### config.mk
export PLATFORM = sky130hd
export DESIGN_NAME = nabs_queue
export DESIGN_NICKNAME = d
export VERILOG_FILES = /design/src/sv/nabs_pkg.sv /design/src/sv/nabs_queue.sv
export SDC_FILE = /design/constraint.sdc
export NUM_CORES = 1
export LEC_CHECK = 0
export ABC_AREA = 1
export BUFFER_PORTS_ARGS = -buffer_cell sky130_fd_sc_hd__buf_4
export CORE_UTILIZATION = 50
export DETAILED_ROUTE_END_ITERATION = 6
export GPL_ROUTABILITY_DRIVEN = 0
export PLACE_DENSITY = 0.83
export SETUP_SLACK_MARGIN = 0.02
export SLEW_MARGIN = 25
export SYNTH_ARGS = -nofsm -noshare
export SYNTH_HDL_FRONTEND = slang
export SYNTH_SLANG_ARGS = --single-unit
### constraint.sdc
create_clock -name i_clk -period 1.4 [get_ports i_clk]
set_input_delay 0.07 -clock i_clk [delete_from_list [all_inputs] [get_ports i_clk]]
set_output_delay 0.07 -clock i_clk [all_outputs]
set_load 0.01 [all_outputs]
### src/sv/nabs_pkg.sv
package nabs_pkg;

    localparam int MAX_POINTS = 256;
    localparam int MAX_DIMS   = 16;
    localparam int PW  = $clog2(MAX_POINTS);
    localparam int DW  = $clog2(MAX_DIMS);
    localparam int CW  = PW + DW;
    localparam int QDEPTH = 4;
    localparam int QAW = $clog2(QDEPTH);

    localparam logic [1:0] OP_LOAD_COORD    = 2'd0;
    localparam logic [1:0] OP_LOAD_STRENGTH = 2'd1;
    localparam logic [1:0] OP_QUERY         = 2'd2;

    localparam logic [1:0] CFG_TOWER_COUNT  = 2'd0;
    localparam logic [1:0] CFG_DIM_COUNT    = 2'd1;
    localparam logic [1:0] CFG_BLEND_WEIGHT = 2'd2;

    localparam logic [8:0]  TOWER_RESET = 9'd186;
    localparam logic [4:0]  DIM_RESET   = 5'd16;
    localparam logic [16:0] BIAS_RESET  = 17'd6554;
    localparam logic [16:0] ONE_Q16     = 17'd65536;
    localparam logic [37:0] DSQ_FLOOR   = 38'd17;
    localparam logic [47:0] SCORE_MAX   = 48'hFFFF_FFFF_FFFF;

    typedef enum logic [1:0] {
        K_COORD    = 2'd0,
        K_STRENGTH = 2'd1,
        K_QUERY    = 2'd2
    } t_kind;

    typedef struct packed {
        t_kind              kind;
        logic [7:0]         point_index;
        logic [3:0]         dim_index;
        logic signed [15:0] value;
        logic               last;
    } t_cmd;

    typedef struct packed {
        logic signed [15:0] blended_coordinate;
        logic [3:0]         result_dim;
        logic [7:0]         nearest_index;
        logic [47:0]        attraction_score;
        logic               last_result;
    } t_res;

    typedef struct packed {
        logic [8:0]  tower_count;
        logic [4:0]  dim_count;
        logic [16:0] blend_weight;
    } t_cfg;

endpackage

### src/sv/nabs_queue.sv
module nabs_queue (
    input  logic           i_clk,
    input  logic           i_rst_n,
    input  logic           i_push,
    input  nabs_pkg::t_cmd i_cmd,
    output logic           o_full,
    output logic           o_empty,
    input  logic           i_pop,
    output nabs_pkg::t_cmd o_cmd
);
    nabs_pkg::t_cmd r_mem [nabs_pkg::QDEPTH];
    logic [nabs_pkg::QAW-1:0] r_wp, r_rp;
    logic [nabs_pkg::QAW:0]   r_cnt;

    assign o_full  = r_cnt == (nabs_pkg::QAW+1)'(nabs_pkg::QDEPTH);
    assign o_empty = r_cnt == '0;
    assign o_cmd   = r_mem[r_rp];

    always_ff @(posedge i_clk) begin
        if (i_push) r_mem[r_wp] <= i_cmd;
        if (!i_rst_n) begin
            r_wp <= '0;
            r_rp <= '0;
            r_cnt <= '0;
        end else begin
            if (i_push) r_wp <= r_wp + 1'b1;
            if (i_pop)  r_rp <= r_rp + 1'b1;
            r_cnt <= r_cnt + (nabs_pkg::QAW+1)'(i_push) - (nabs_pkg::QAW+1)'(i_pop);
        end
    end
endmodule

* Word-level counts from Yosys, hierarchy flattened
Memories as Yosys holds them, arrays and structs flattened. A register that Yosys moved wholly into a read port is not among the register bits.
Index checks and enable logic that the tools add are counted.
** Operators by class
- Reductions and logical operators :: 1
- Add/subtract/negate cells :: 4
- Mux-type cells :: 4
- Equality and inequality tests :: 1
** Operator list (number)
- 2-bit by 1-bit adder with 2-bit output, second input constant :: 2
- 2-bit 2-to-1 mux :: 2
- 3-bit by 1-bit adder with 3-bit output :: 1
- 3-bit == test, second input constant :: 1
- 3-bit logical NOT :: 1
- 3-bit by 1-bit subtractor with 3-bit output :: 1
- 1-bit 2-to-1 mux :: 2
** Storage, ports and cells
- Memory bits (writable) :: 124
- Memories :: 1
- Register bits :: 7
** Memories
- r_mem :: words 4, width 31, rd ports 1, clocked after memory_dff 1, wr ports 1, line nabs_queue.sv:11 : nabs_pkg::t_cmd r_mem [nabs_pkg::QDEPTH];

* Depth between registers and ports, before layout
- Depth after elaboration :: 3
- Depth in mapped cells :: 9
- Depth with buffers taken out :: 9

* Worst setup path after synthesis
Ideal clock, no wire load.
- Path kind :: register to register
- Start point :: register r_wp[0] in the netlist's numbering
- End point :: memory r_mem[2][0] in the netlist's numbering, enable pin
- Data arrival time :: 1.203 ns
- Period minus slack after synthesis :: 1.589 ns
- Data required time :: 1.014 ns
- Stages on the path, launching flop included :: 5
- Setup slack :: -0.189 ns
- Buffers on the path :: 0
- Path through :: dfxtp_1 inv_1 ha_1 nand2_1 inv_1
** RTL lines
- start, declared :: line nabs_queue.sv:12 : logic [nabs_pkg::QAW-1:0] r_wp, r_rp;
- start signal, assigned :: line nabs_queue.sv:26 : if (i_push) r_wp <= r_wp + 1'b1;
- end, declared :: line nabs_queue.sv:11
Straight into the memory's write port.

==> run_results.csv <==
group,metric,value,unit
die,initial_utilization,0.524,
synthesis,ys_top_cells_by_area,"edfxtp_1, o211ai_2, inv_1, nand2_1, a21oi_1",
min_path,holdPathEnd,"r_mem[2][22]",
critical_path,critPathArrivalTime,1760,ps
min_path,holdCritStartpoint,"i_cmd[22]",
drt,wirelength,15800,um
synthesis,synthCells,418,
critical_path,ff2ff_path_depth,7,
critical_path,r2r_slack,-60,ps
global_routing,grtUsageTotal,0.232,
clock_network,htree_levels,4,
pwr,internal_power,8700,uW
critical_path,reg2reg_from,"r_cnt[0]",
global_routing,grt_max_degree,51,
synthesis,yosys.area.top_type,"edfxtp_1",
synthesis,synth_common_cells,"edfxtp_1, inv_1, nand2_1",
die,die_h,107,um
drt,ant_nets,0,
drt,num_vias,4016,
layout,antennaDiodeCount,0,
synthesis,synth_compound_area_frac,0.137,
pwr,power_density,1390,mW/mm2
pwr,total_power,11400,uW
critical_path,reg2reg_to,"r_cnt[1]",
clock_network,cts_made_buffers,17,
pwr,combinationalPowerShare,0.160,
pwr,p_leak,0.00323,uW
timing,fin_crit,1830,ps
global_routing,grt_antenna_before_repair,0,
timing,maxSlewHeadroom,0.792,
synthesis,syn-num-nets,460,
layout,syn2layout_area_growth,50.6,%
timing,layout_setup_ws,-430,ps
timing,setup_viol,33,
critical_path,critPathRequiredTime,1330,ps
die,die_width,107,um
die,core_area,0.0105,mm2
pwr,p_seq_frac,0.407,
timing,maxSlewViolCount,0,
critical_path,critPathKind,"reg -> out",
global_routing,grt_overflow_total,0,
run,cap_violations,0,
synthesis,synth_edf_count,124,
pwr,ir_drop,0.000966,V
timing,rsz0062_at_grt,"true",
synthesis,synth.avg_cell_area,13.1,um2
synthesis,synth_most_common_cell,"edfxtp_1",
critical_path,crit_fanout,18,
synthesis,ys_types,16,
synthesis,synthDominantCellAreaShare,0.680,
pwr,p_clk_frac,0.433,
die,io_pins,68,
synthesis,synth-seq-area-share,0.712,
status,outcome,"complete, but fails checks",
synthesis,synth_ff_type,"edfxtp_1",
status,violations,"setup timing",
synthesis,synthAdderAreaFrac,0.0174,
clock_network,clkLatencyLatePin,540,ps
clock_network,clkTransAtPathRegs,60,ps
min_path,holdCritPathClass,"in -> reg",
synthesis,synth.area.mux_share,0,
global_routing,grt_pass1_vias,3658,
drt,routedWlPerCell,22.2,um
min_path,hold_depth,2,
layout,nets,603,
global_routing,grt_pass1_wl,19300,um
pwr,switchingPower,2740,uW
die,dieArea,0.0114,mm2
drt,drc_errors,0,
timing,fin_crit_sh,1.31,
clock_network,cts.path.max_buffers,2,
clock_network,cts_tree,"built",
die,rows,37,
synthesis,synth_xor_area_frac,0,
placed_design,portBuffers,67,
critical_path,cp-start-kind,"register",
layout,utilization,0.789,
synthesis,async_reset_ff_frac,0,
synthesis,synth_top_family_by_area,"compound AO/OA/AOI/OAI gates",
placed_design,hpwlAfterDp,6400,um
timing,finalClockSkew,9.99,ps
critical_path,end_kind,"primary output",
drt,drtIter0Drc,344,
timing,fmax,546,MHz
synthesis,synth.cell_area,0.00548,mm2
layout,drive_gt1_frac,0.462,
drt,viasPerCell,5.66,
drt,firstDrtPassIters,5,
pwr,switching_share,0.240,
timing,hold_viol_final,0,
clock_network,cts_root_buffer,"clkbuf_8",
clock_network,clock_sinks,133,
timing,worst_pin_slew,312,ps
synthesis,yosys.area_share.simple,0.0525,
synthesis,ys_warn_count,0,
synthesis,ys_ff_latch,133,
## power groups by stage
stage | Clock (uW) | Combinational, uW | Sequential [uW]
floorplan | 0 | 609 | 4670
global placement | 0 | 1070 | 4690
detailed placement | 0 | 1130 | 4700
CTS | 4870 | 1450 | 4630
global route | 5150 | 1940 | 4660
finish | 4950 | 1840 | 4650
## worst max-delay path, cell delays in order, from the launching register on
cell and delay, ps:
dfxtp_4 390, buf_6 140, clkbuf_16 180, o211ai_2 220, nand2_1 130, buf_4 160
## metal layers
layer / track usage / share of wire
met1: 0.280 / 0.38
met2: 0.391 / 0.50
met3: 0.0650 / 0.081
met4: 0.0978 / 0.035
met5: 0 / 0
## placed cells by master (no fill, tap or decap), drive strengths merged
cell         Yosys  final
a21oi           37     37
buf             18    103
bufinv           0      6
clkbuf           3     26
clkinv           0      4
clkinvlp         0      7
dfxtp            9      9
dlygate4sd3      0     35
edfxtp         124    124
fa               1      1
ha               6      6
inv             78     74
nand2           72     72
nand3            1      1
nor2             2      2
nor3             1      1
o211ai          31     31
o21ai           35     35
## cell type report
| type | count | area (um2) |
|---|---|---|
| Clock buffer | 19 | 422 |
| Clock inverter | 13 | 230 |
| Fill cell | 512 | 2210 |
| Inverter | 78 | 308 |
| Multi-Input combinational cell | 186 | 1520 |
| Sequential cell | 133 | 3920 |
| Tap cell | 136 | 170 |
| Timing Repair Buffer | 145 | 1680 |
## registers in the layout, indices dropped and copies added (netlist names), named ones only
register	count
r_cnt	3
r_rp	2
r_mem	124
r_wp	2
## worst max path at each step
stage,startpoint,depth (start not counted),to
after detailed placement,r_cnt[0],9,r_cnt[2]
final,register,5,o_cmd[23]
after global routing,register,6,o_cmd[23]
after floorplan,r_cnt[0],9,r_cnt[2]
after CTS,register,5,o_cmd[25]
after global placement,r_cnt[0],9,r_cnt[2]
## kinds of logic after synthesis
family	Yosys count
compound gates	103
fa+ha+maj	7
buf+inv	99
flops	133
simple gates	76
## repair_timing
action / CTS / global route
resized for setup: 63 / 107
pin swaps: 12 / 46
endpoints found under the setup margin: 41 / 62
hold endpoints to repair: 133 / 0
hold buffers: 35 / 0
gates cloned: 5 / 9
setup buffers: 5 / 11
## through the flow
stage                     setup slack, ps  area, um2  setup TNS (ps)  hold slack, ps  std cells
after CTS                            -356       7620           -9640             268        691
after floorplan                     -31.7       5520           -1060             162        418
after global placement              -40.6       6280           -77.3             271        614
after detailed placement             -111       6280            -197             275        614
final                                -430       8250          -10090             280        710
after global routing                 -448       8250          -11700             280        710
(Power assumes the default switching activity.)
